**src/hdl/zhdp_pkg.sv**
```systemverilog
`timescale 1ns / 1ps
`default_nettype none

package zhdp_pkg;

    // Geometry
    localparam int ZONES_DEF = 4;
    localparam int HOURS     = 24;
    localparam int KIND_W    = 2;
    localparam int ZONE_W    = 3;
    localparam int HOUR_W    = 5;
    localparam int OBS_W     = 8;
    localparam int PCT_W     = 7;
    localparam int CNT_W     = 3;
    localparam int SUM_W     = 14;

    // Weights and limits
    localparam int MOTION_CAP    = 5;
    localparam int MOTION_SCORE  = 20;
    localparam int HIST_WEIGHT   = 70;
    localparam int RECENT_WEIGHT = 30;
    localparam int OLD_WEIGHT    = 80;
    localparam int NEW_WEIGHT    = 20;
    localparam int PCT_MAX       = 100;

    // Divide by 100 as multiply by reciprocal: exact for sums below 43690
    localparam int RECIP_100 = 5243;
    localparam int RECIP_W   = 13;
    localparam int RECIP_SH  = 19;

    typedef enum logic [KIND_W-1:0] {
        KIND_MOTION  = 2'd0,
        KIND_PREDICT = 2'd1,
        KIND_LEARN   = 2'd2
    } kind_t;

    typedef enum logic [1:0] {
        ST_IDLE,
        ST_READ,
        ST_DIV
    } state_t;

    // Default profile by hour of day
    function automatic logic [PCT_W-1:0] hour_base(input logic [HOUR_W-1:0] h);
        logic [PCT_W-1:0] v;
        if (h < 5'd6)
            v = 7'd10;
        else if (h < 5'd10)
            v = 7'd75;
        else if (h < 5'd16)
            v = 7'd40;
        else if (h < 5'd21)
            v = 7'd85;
        else
            v = 7'd25;
        return v;
    endfunction

    // Profile value after reset: hour default plus zone offset, clamped 0..100
    function automatic logic [PCT_W-1:0] reset_pct(input logic [1:0] z,
                                                   input logic [HOUR_W-1:0] h);
        logic signed [8:0] v;
        logic signed [8:0] ofs;
        logic [PCT_W-1:0]  r;
        case (z)
            2'd0:    ofs = 9'sd0;
            2'd1:    ofs = 9'sd8;
            2'd2:    ofs = -9'sd5;
            default: ofs = 9'sd5;
        endcase
        v = $signed({2'b00, hour_base(h)}) + ofs;
        if (v < 9'sd0)
            r = '0;
        else if (v > 9'sd100)
            r = 7'd100;
        else
            r = v[PCT_W-1:0];
        return r;
    endfunction

endpackage

`default_nettype wire

```
**src/hdl/zhdp_profile_ram.sv**
```systemverilog
`timescale 1ns / 1ps
`default_nettype none

module zhdp_profile_ram #(
    parameter int DEPTH = 96,
    parameter int AW    = 7
) (
    input  wire logic                        clk,
    input  wire logic                        rst_n,
    input  wire logic                        rd_en,
    input  wire logic [AW-1:0]               rd_addr,
    output logic [zhdp_pkg::PCT_W-1:0]       rd_data,
    output logic                             rd_written,
    input  wire logic                        wr_en,
    input  wire logic [AW-1:0]               wr_addr,
    input  wire logic [zhdp_pkg::PCT_W-1:0]  wr_data
);

    logic [zhdp_pkg::PCT_W-1:0] mem [0:DEPTH-1];
    logic [zhdp_pkg::PCT_W-1:0] rd_data_reg;
    logic [DEPTH-1:0]           written_reg;
    logic                       rd_written_reg;

    // Profile storage, registered read
    always_ff @(posedge clk)
    begin
        if (wr_en)
            mem[wr_addr] <= wr_data;
        if (rd_en)
            rd_data_reg <= mem[rd_addr];
    end

    // Per-entry written flags; for an unwritten entry the predictor uses its reset profile
    always_ff @(posedge clk or negedge rst_n)
    begin
        if (!rst_n)
        begin
            written_reg    <= '0;
            rd_written_reg <= 1'b0;
        end
        else
        begin
            if (wr_en)
                written_reg[wr_addr] <= 1'b1;
            if (rd_en)
                rd_written_reg <= written_reg[rd_addr];
        end
    end

    assign rd_data    = rd_data_reg;
    assign rd_written = rd_written_reg;

endmodule

`default_nettype wire

```
**src/hdl/zone_hour_demand_predictor.sv**
```systemverilog
`timescale 1ns / 1ps
`default_nettype none

// Zone/hour demand predictor.
// Command channel: a transaction is taken at a rising edge with start high
// and busy low; kind, zone, hour and observed are sampled at that edge.
// Kind motion bumps the zone's motion counter, kind predict returns a demand
// percent, kind learn folds an observation into the stored hourly profile.
// Result channel: valid is high for exactly one cycle with demand; it comes
// only for predict transactions, registered as the divide state ends.
// Busy is high after acceptance while the block is in its read and divide
// states; a new transaction is taken only once it falls. The profile RAM
// read is issued at the accepting edge, the read state forms the weighted
// sum from the read data, the divide state divides by 100 and writes back.
// The receiver cannot stall; the result is simply presented for one cycle.
// Reset: motion counters clear, all profile entries read as their hourly
// default plus zone offset until first learned; no clearing pass is needed,
// the block accepts a transaction as soon as reset is released.
module zone_hour_demand_predictor #(
    parameter int ZONES = zhdp_pkg::ZONES_DEF
) (
    input  wire logic                          clk,
    input  wire logic                          rst_n,
    input  wire logic                          start,
    output logic                               busy,
    input  wire logic [zhdp_pkg::KIND_W-1:0]   kind,
    input  wire logic [zhdp_pkg::ZONE_W-1:0]   zone,
    input  wire logic [zhdp_pkg::HOUR_W-1:0]   hour,
    input  wire logic [zhdp_pkg::OBS_W-1:0]    observed,
    output logic                               valid,
    output logic [zhdp_pkg::PCT_W-1:0]         demand
);

    localparam int DEPTH = ZONES * zhdp_pkg::HOURS;
    localparam int AW    = $clog2(DEPTH);
    localparam int ZW    = (ZONES > 1) ? $clog2(ZONES) : 1;
    localparam int PROD_W = zhdp_pkg::SUM_W + zhdp_pkg::RECIP_W;

    zhdp_pkg::state_t state_reg, state_next;

    logic [zhdp_pkg::KIND_W-1:0] kind_reg;
    logic [zhdp_pkg::ZONE_W-1:0] zone_reg;
    logic [zhdp_pkg::HOUR_W-1:0] hour_reg;
    logic [zhdp_pkg::OBS_W-1:0]  obs_reg;
    logic                        ok_reg;
    logic [AW-1:0]               addr_reg;
    logic [zhdp_pkg::SUM_W-1:0]  sum_reg, sum_next;
    logic [zhdp_pkg::CNT_W-1:0]  cnt_reg [0:ZONES-1];
    logic [zhdp_pkg::CNT_W-1:0]  cnt_next;
    logic                        cnt_we;
    logic                        valid_reg, valid_next;
    logic [zhdp_pkg::PCT_W-1:0]  demand_reg, demand_next;

    logic                        accept;
    logic                        in_ok;
    logic [7:0]                  addr_full;
    logic [AW-1:0]               in_addr;
    logic [ZW-1:0]               zidx;
    logic [zhdp_pkg::CNT_W-1:0]  cnt_cur;
    logic [zhdp_pkg::PCT_W-1:0]  ram_data;
    logic                        ram_written;
    logic [zhdp_pkg::PCT_W-1:0]  hist;
    logic [zhdp_pkg::PCT_W-1:0]  recent;
    logic [zhdp_pkg::PCT_W-1:0]  obs_clip;
    logic [PROD_W-1:0]           prod;
    logic [zhdp_pkg::PCT_W-1:0]  quot;
    logic                        wr_en;

    // Input decode: zone and hour range check, table address zone*24+hour
    assign accept    = start && (state_reg == zhdp_pkg::ST_IDLE);
    assign in_ok     = (4'(zone) < 4'(ZONES)) && (hour < 5'(zhdp_pkg::HOURS));
    assign addr_full = ({5'd0, zone} << 4) + ({5'd0, zone} << 3) + {3'd0, hour};
    assign in_addr   = addr_full[AW-1:0];

    zhdp_profile_ram #(
        .DEPTH (DEPTH),
        .AW    (AW)
    ) u_ram (
        .clk        (clk),
        .rst_n      (rst_n),
        .rd_en      (accept && in_ok),
        .rd_addr    (in_addr),
        .rd_data    (ram_data),
        .rd_written (ram_written),
        .wr_en      (wr_en),
        .wr_addr    (addr_reg),
        .wr_data    (quot)
    );

    // Operand selection
    assign zidx     = zone_reg[ZW-1:0];
    assign cnt_cur  = cnt_reg[zidx];
    assign hist     = ram_written ? ram_data
                                  : zhdp_pkg::reset_pct(zone_reg[1:0], hour_reg);
    assign recent   = ((7'(cnt_cur) * 7'(zhdp_pkg::MOTION_SCORE)) > 7'(zhdp_pkg::PCT_MAX))
                      ? 7'(zhdp_pkg::PCT_MAX) : 7'(cnt_cur) * 7'(zhdp_pkg::MOTION_SCORE);
    assign obs_clip = (obs_reg > 8'(zhdp_pkg::PCT_MAX)) ? 7'(zhdp_pkg::PCT_MAX)
                                                        : obs_reg[zhdp_pkg::PCT_W-1:0];

    // Divide by 100: reciprocal multiply, exact over the sum range
    assign prod = PROD_W'(sum_reg) * PROD_W'(zhdp_pkg::RECIP_100);
    always_comb
    begin
        if (prod[PROD_W-1:zhdp_pkg::RECIP_SH] > (PROD_W - zhdp_pkg::RECIP_SH)'(zhdp_pkg::PCT_MAX))
            quot = 7'(zhdp_pkg::PCT_MAX);
        else
            quot = prod[zhdp_pkg::RECIP_SH +: zhdp_pkg::PCT_W];
    end

    // Sequencer and datapath next values
    always_comb
    begin
        state_next  = state_reg;
        sum_next    = sum_reg;
        cnt_next    = cnt_cur;
        cnt_we      = 1'b0;
        valid_next  = 1'b0;
        demand_next = demand_reg;
        wr_en       = 1'b0;
        case (state_reg)
            zhdp_pkg::ST_IDLE:
            begin
                if (start)
                    state_next = zhdp_pkg::ST_READ;
            end
            zhdp_pkg::ST_READ:
            begin
                if (kind_reg == zhdp_pkg::KIND_LEARN)
                    sum_next = (14'(hist) * 14'(zhdp_pkg::OLD_WEIGHT))
                             + (14'(obs_clip) * 14'(zhdp_pkg::NEW_WEIGHT));
                else
                    sum_next = (14'(hist) * 14'(zhdp_pkg::HIST_WEIGHT))
                             + (14'(recent) * 14'(zhdp_pkg::RECENT_WEIGHT));
                state_next = zhdp_pkg::ST_DIV;
            end
            zhdp_pkg::ST_DIV:
            begin
                state_next = zhdp_pkg::ST_IDLE;
                case (zhdp_pkg::kind_t'(kind_reg))
                    zhdp_pkg::KIND_MOTION:
                    begin
                        if ((4'(zone_reg) < 4'(ZONES))
                            && (cnt_cur < 3'(zhdp_pkg::MOTION_CAP)))
                        begin
                            cnt_next = cnt_cur + 3'd1;
                            cnt_we   = 1'b1;
                        end
                    end
                    zhdp_pkg::KIND_PREDICT:
                    begin
                        valid_next  = 1'b1;
                        demand_next = ok_reg ? quot : '0;
                        if (ok_reg)
                        begin
                            cnt_next = cnt_cur >> 1;
                            cnt_we   = 1'b1;
                        end
                    end
                    zhdp_pkg::KIND_LEARN:
                    begin
                        wr_en = ok_reg;
                    end
                    default:
                    begin
                    end
                endcase
            end
            default:
            begin
                state_next = zhdp_pkg::ST_IDLE;
            end
        endcase
    end

    // Control registers
    always_ff @(posedge clk or negedge rst_n)
    begin
        if (!rst_n)
        begin
            state_reg <= zhdp_pkg::ST_IDLE;
            valid_reg <= 1'b0;
            for (int i = 0; i < ZONES; i++)
                cnt_reg[i] <= '0;
        end
        else
        begin
            state_reg <= state_next;
            valid_reg <= valid_next;
            if (cnt_we)
                cnt_reg[zidx] <= cnt_next;
        end
    end

    // Payload registers
    always_ff @(posedge clk)
    begin
        if (accept)
        begin
            kind_reg <= kind;
            zone_reg <= zone;
            hour_reg <= hour;
            obs_reg  <= observed;
            ok_reg   <= in_ok;
            addr_reg <= in_addr;
        end
        sum_reg    <= sum_next;
        demand_reg <= demand_next;
    end

    assign busy   = (state_reg != zhdp_pkg::ST_IDLE);
    assign valid  = valid_reg;
    assign demand = demand_reg;

endmodule

`default_nettype wire

```
**config.mk**
```make
export PLATFORM = sky130hd
export DESIGN_NAME = zone_hour_demand_predictor
export DESIGN_NICKNAME = d
export VERILOG_FILES = /design/src/hdl/zhdp_pkg.sv /design/src/hdl/zhdp_profile_ram.sv /design/src/hdl/zone_hour_demand_predictor.sv
export SDC_FILE = /design/constraint.sdc
export NUM_CORES = 1
export LEC_CHECK = 0
export ABC_AREA = 1
export BUFFER_PORTS_ARGS = -buffer_cell sky130_fd_sc_hd__buf_2
export CORE_ASPECT_RATIO = 1.25
export CORE_MARGIN = 5
export CORE_UTILIZATION = 55
export CTS_CLUSTER_DIAMETER = 40
export DETAILED_ROUTE_END_ITERATION = 7
export PLACE_DENSITY = 0.73
export SLEW_MARGIN = 15
export SYNTH_ARGS = -nofsm -noshare
export SYNTH_HDL_FRONTEND = slang
export SYNTH_HIERARCHICAL = 1
export SYNTH_SLANG_ARGS = --single-unit
```
**constraint.sdc**
```tcl
create_clock -name clk -period 17.6 [get_ports clk]
set_clock_uncertainty 0.2 [all_clocks]
set_input_delay 1.76 -clock clk [delete_from_list [all_inputs] [get_ports clk]]
set_output_delay 1.76 -clock clk [all_outputs]
set_load 0.1 [all_outputs]
```
==> impl_results.md, run 1 <==
- Status: finished, final reports clean
- Setup crit start kind: register
- Hold Path End: state_reg[1]
- Seq/Total Area, Yosys: 59.7%
- R2R Setup Slk: 10.61 ns
- Pin count of the biggest net entering global routing: 209
- Routability-driven placement congestion ratio: 0.884
- Top cell type by total area after synthesis: edfxtp_1
- Post-Syn Instances: 3861
- Worst R2R Start: zone_reg[0]
- Core footprint: 74300 µm²
- Clock slew at reported path FFs: 0.06 ns
- Setup crit start: zone_reg[0]
- Hold Path Class: reg2reg
- Synth Register Bits: 834
- Antenna violations before repair: 1
- EDFF count, synth: 722
- Clk buf depth: 3
- Met3 usage: 3.98%
- Number of global-route vias before repair: 27967
- Chip height: 315 µm
- Met1 track demand over resource: 31.0%
- CP arrival: 7.18 ns
- CTS resizes: 0
- Maximum clock rate: 143 MHz
- Starting Density: 55.2%
- Placement Rows: 112
- Root Driver: clkbuf_16
- Final ANT Viol Nets: 0
- Slowest CP cell: edfxtp_1
- TritonCTS clock tree: built
- Required @ worst endpoint: 17.79 ns
- Min-delay src: state_reg[1]
- Overflow after GRT: 0
- Most Crowded Layer GR: met2
- I/O Buffers: 29
- IO Count: 30
- Die Width: 254 µm
- Syn Nets: 4136
- Least-Margin Pin Slew: 1.23 ns
- Setup Buffers After CTS: 0
- Layout Nets: 4111
- Cell variety after synth: 49
- Path type of the worst setup path: reg2reg
- Wire length of the first global-routing pass: 154 mm
- Top cells by area, synth: edfxtp_1, nand2_1, dfrtp_1, ha_1, nand3_1
- Yosys warnings: 6
- Max Slew Vio Count: 0
- Count leader, synth: nand2_1
- Top_reg_cell synth: edfxtp_1
- Final setup viols: 0
- Placed insts: 4710
- Routed WL per cell: 20.4 µm
- DRT Pass-1 Iters: 5
- Setup_tns: 0 ns
- DR DRC count: 0
- Max_slew headroom: 17.3%
- CTS Buf Count: 93
- First-iteration detailed-routing DRC count: 2769
- Clock Latency Late Sink: 0.65 ns
- Minimum clock period: 7.00 ns
- Async SR Flop Fraction: 13.4%
- Top cells by count, synth: nand2_1, edfxtp_1, nand3_1
- Post-synthesis cell area: 41000 µm²
- Worst Hold Depth: 1
- FF-to-FF End: sum_reg[13]
- DP HPWL: 60.2 mm
- CP peak stage delay: 0.53 ns
- Final worst path period share: 39.7%
- Syn Area/Cell: 10.6 µm²
- Max reg flops: 672
- Total of max-cap violations: 0
- CTS sink cnt: 834
- RSZ-0062 raised after global routing: no
- Vias: 28153
- Share of the synthesized area in the top cell type: 52.9%
- P&R area growth vs syn: 9.02%
- Total Wirelength: 99.5 mm
- Die Area: 80200 µm²
- CP max FO: 10
- Final Hold Viols: 0
- Share of cells above drive strength 1: 9.38%
- Gr usage total: 24.7%
- Met2 usage in global routing: 41.7%
- Cts hold-fix bufs: 0
- Reg2reg path depth: 36
- Setup crit end kind: register
- Most frequent cell on the critical path: inv_1
- Diode count: 0
- DR vias/cell: 5.77
- CTS H-tree lvls: 3
- Non-filler cells, final: 4883
[kinds of logic (layout without fill, tap and decap cells)]
kind of cell               Yosys count  in the layout  synth area share (%)
DFF                                834            834                  59.7
adders and majority gates          254            254                  9.09
buffers and inverters              487            540                  5.54
and+or+nand+nor                   1864           1864                  19.5
AOI/OAI and AO/OA                  391            391                  5.54
xor gates and xnor gates            31             31                 0.662
[worst max-delay path: cells and delay by family (launching register included)]
family	cells	cell delay (ns)
xor gates and xnor gates	2	0.21
AOI/OAI and AO/OA	6	1.50
DFF	1	0.53
adders and majority gates	8	2.53
buffers and inverters	8	0.76
and+or+nand+nor	12	1.02
[final cells by class]
cell class                      count  area [µm²]
Tap cell                          969        1210
Clock inverter                     62         711
Sequential cell                   834       24500
Clock buffer                      111        2450
Timing Repair Buffer               51         348
Fill cell                        5882       29600
Multi-Input combinational cell   2540       14300
Inverter                          316        1210
[layout by cell type, fill, tap and decap left out, types with 4 or more instances in the layout]
cell,count
inv_6,7
nor2_1,318
dfrtp_1,112
a21oi_1,104
nand3_1,438
bufinv_16,10
o211ai_1,24
nand2_1,940
edfxtp_1,722
inv_8,4
nor3_1,10
or2_2,99
ha_1,180
o22ai_1,21
buf_2,25
inv_2,9
nand4_1,12
clkinv_2,18
nor2_2,10
xor2_1,9
a21o_1,6
o31ai_1,16
inv_1,298
o21ai_1,35
xnor2_1,22
clkbuf_8,6
o221ai_1,37
clkbuf_1,12
clkbuf_16,93
nand2_4,6
clkinv_1,7
o21ai_0,135
fa_1,73
clkinvlp_4,16
clkinv_8,5
a31oi_1,5
buf_4,22
nand2_2,18
[how the worst max path moves through the flow]
| stage | cells after the start | slack, ns | endpoint |
|---|---|---|---|
| floorplan | 37 | 11.46 | sum_reg[13] |
| global placement | 36 | 10.74 | sum_reg[13] |
| detailed placement | 36 | 10.61 | sum_reg[13] |
| CTS | 36 | 10.59 | sum_reg[13] |
| global route | 36 | 9.94 | sum_reg[13] |
| finish | 36 | 10.61 | sum_reg[13] |
[per-stage QoR]
| step | instance area [µm²] | hold slack (ns) | util (%) | setup slack, ns |
|---|---|---|---|---|
| 6_report | 44700 | 0.248 | 60.2 | 10.61 |
| 5_1_grt | 44700 | 0.264 | 60.2 | 9.94 |
| 4_1_cts | 44700 | 0.248 | 60.2 | 10.59 |
| 3_5_place_dp | 41500 | 0.241 | 55.9 | 10.61 |
| 3_3_place_gp | 41500 | 0.237 | 55.9 | 10.74 |
| 2_1_floorplan | 41000 | 0.224 | - | 11.46 |
[layer usage]
metal | vias up | wire (µm)
li1 | 13107 | -
met1 | 13568 | 37500
met2 | 1183 | 49200
met3 | 295 | 7630
met4 | 0 | 5140
met5 | - | 0
Power of run 1 is not shown: default switching activity piles up to over one toggle a cycle in this logic, so the estimate is an artifact.
==> run 2, diff against run 1 <==
--- a/config.mk
+++ b/config.mk
@@ -5,14 +5,14 @@
 export SDC_FILE = /design/constraint.sdc
 export NUM_CORES = 1
 export LEC_CHECK = 0
-export ABC_AREA = 1
+export ABC_AREA = 0
 export BUFFER_PORTS_ARGS = -buffer_cell sky130_fd_sc_hd__buf_2
 export CORE_ASPECT_RATIO = 1.25
 export CORE_MARGIN = 5
 export CORE_UTILIZATION = 55
 export CTS_CLUSTER_DIAMETER = 40
 export DETAILED_ROUTE_END_ITERATION = 7
-export PLACE_DENSITY = 0.73
+export PLACE_DENSITY = 0.75
 export SLEW_MARGIN = 15
 export SYNTH_ARGS = -nofsm -noshare
 export SYNTH_HDL_FRONTEND = slang
==> constraint.sdc (replaced) <==
create_clock -name clk -period 6.4 [get_ports clk]
set_clock_uncertainty 0.2 [all_clocks]
set_input_delay 0.64 -clock clk [delete_from_list [all_inputs] [get_ports clk]]
set_output_delay 0.64 -clock clk [all_outputs]
set_load 0.1 [all_outputs]
==> impl_results.md, run 2 <==
- Core footprint: 70400 µm²
- Gr usage total: 23.8%
- Die Area: 76100 µm²
- Die Width: 248 µm
- Pin count of the biggest net entering global routing: 97
- Max_slew headroom: 22.3%
- CP peak stage delay: 0.48 ns
- Top cell type by total area after synthesis: edfxtp_1
- Minimum clock period: 6.37 ns
- Slowest CP cell: fa_1
- Total of max-cap violations: 0
- FF-to-FF End: sum_reg[12]
- Top cells by count, synth: edfxtp_1, mux4_2, inv_1
- Setup crit end kind: register
- Required @ worst endpoint: 6.59 ns
- Register area: 24500 µm²
- Finished Cell Area: 45200 µm²
- EDFF count, synth: 722
- Setup crit start kind: register
- Top_reg_cell synth: edfxtp_1
- Wire length of the first global-routing pass: 137 mm
- Count leader, synth: edfxtp_1
- Status: finished, final reports clean
- Final Hold Viols: 0
- Most frequent cells in the layout: edfxtp_1, mux4_2, inv_1, ha_1, nor2_1
- Layout Nets: 2758
- Seq/Total Area, Yosys: 63.0%
- Min-delay src: zone[0]
- Overflow after GRT: 0
- Number of global-route vias before repair: 22373
- Reg2reg path depth: 29
- First-iteration detailed-routing DRC count: 2365
- Yosys warnings: 6
- Maximum clock rate: 157 MHz
- CTS Buf Count: 99
- Most common cell after layout, fill and taps aside: edfxtp_1
- Clock slew at reported path FFs: 0.06 ns
- Final ANT Viol Nets: 0
- Clk buf depth: 3
- Top cells by area, synth: edfxtp_1, mux4_2, dfrtp_1, ha_1, fa_1
- Vias: 21541
- Cell variety after synth: 72
- Share of the synthesized area in the top cell type: 55.8%
- DR vias/cell: 6.13
- Routability-driven placement congestion ratio: 0.875
- Placed instance area: 40700 µm²
- Post-Syn Instances: 2299
- Total Wirelength: 92.6 mm
- Final worst path period share: 99.5%
- Post-synthesis cell area: 38900 µm²
- Max reg flops: 672
- Chip height: 307 µm
- CP arrival: 6.56 ns
- Root Driver: clkbuf_16
- DP HPWL: 58.8 mm
- CTS H-tree lvls: 3
- Hold Path Class: in2reg
- Hold Path End: zone_reg[0]
- Least-Margin Pin Slew: 1.17 ns
- Synth Register Bits: 834
- RSZ-0062 raised after global routing: yes
- Syn Area/Cell: 16.9 µm²
- R2R Setup Slk: 0.03 ns
- CTS sink cnt: 834
- Antenna violations before repair: 0
- Path type of the worst setup path: reg2reg
- Filler Cell Count: 4770
- I/O Buffers: 29
- Starting Density: 55.3%
- Multi-input gate area: 13800 µm²
- DRT Pass-1 Iters: 5
- Diode count: 0
- Max Slew Vio Count: 0
- Syn Nets: 2574
- Share of cells above drive strength 1: 29.5%
- Worst R2R Start: zone_reg[0]
- Final setup viols: 0
- DR DRC count: 0
- P&R area growth vs syn: 16.3%
- CP max FO: 4
- Util after Layout: 64.2%
- Placement Rows: 109
- Clock Latency Late Sink: 0.66 ns
- TritonCTS clock tree: built
- Async SR Flop Fraction: 13.4%
- Routed WL per cell: 26.4 µm
- IO Count: 30
- Worst Hold Depth: 1
==> run 2: cell types whose count changed after synthesis, moves of 34 or more <==
cell	change
buf_2	-47
o21ai_0	-98
inv_1	-113
nor2_1	-169
nand3_1	-416
o21ai_1	-34
mux4_2	+237
a21oi_1	-57
o221ai_1	-34
nand2_1	-879
==> run 2: critical path, delay by kind of cell (launching register included) <==
family / cells / cell delay (ns)
adder cells (fa/ha/maj): 8 / 2.27
AO/OA/AOI/OAI: 10 / 1.97
AND/OR/NAND/NOR: 4 / 0.50
XOR/XNOR: 3 / 0.48
flip-flops: 1 / 0.39
buffers and inverters: 4 / 0.31
==> run 2: per-stage QoR <==
stage	std cells	TNS [ns]	setup WS, ns	hold slack (ns)
global route	3513	-1.87	-0.233	0.0227
global placement	3271	0	0.0525	0.244
detailed placement	3271	-13.37	-0.128	0.249
CTS	3478	0	0.00737	0.0103
finish	3513	0	0.0324	0.0381
floorplan	2299	-169.44	-0.588	0.144
==> run 2: cell families (layout without fill, tap and decap cells) <==
kind of cell	Yosys count	count (layout)	synth area share [%]
flip-flops	834	834	63.0
AND/OR/NAND/NOR	445	446	5.74
multiplexers	274	274	14.7
buffers and inverters	263	533	2.77
adder cells (fa/ha/maj)	254	254	9.58
AO/OA/AOI/OAI	189	189	3.27
XOR/XNOR	40	40	0.920
==> run 2: worst max path at each step <==
stage / cells after the start / start / slack [ns] / end
CTS: 20 / sum_reg[10] / 0.007 / u_ram/mem[52][1]
finish: 29 / zone_reg[0] / 0.03 / sum_reg[12]
detailed placement: 20 / sum_reg[9] / -0.13 / u_ram/mem[87][0]
floorplan: 18 / sum_reg[9] / -0.59 / u_ram/mem[0][0]
global placement: 32 / zone_reg[0] / 0.05 / sum_reg[12]
global route: 31 / zone_reg[0] / -0.23 / sum_reg[12]
==> run 2: layout make-up <==
type	instances	share of cell area [%]
clock inverter	76	2.02
tap	943	2.61
multi-input combinational	1203	30.6
inverter	190	1.58
sequential	834	54.2
timing repair buffer	155	3.31
clock buffer	112	5.72
==> run 2: metal layers <==
metal	part of all wire, %	vias up	global-route usage [%]
met5	0	-	0
met1	36	11202	30.8
met4	4.1	0	8.39
li1	-	9184	-
met3	6.6	199	3.47
met2	53	956	41.5
==> run 2: timing repair <==
action / CTS / global route
resized for setup: 13 / 74
hold buffers: 14 / 0
cloned: 1 / 6
setup endpoints to repair: 244 / 490
buffers inserted: 4 / 29
pin swaps: 5 / 52
hold endpoints to repair: 61 / 0
Power of run 2 is left out for the same reason.
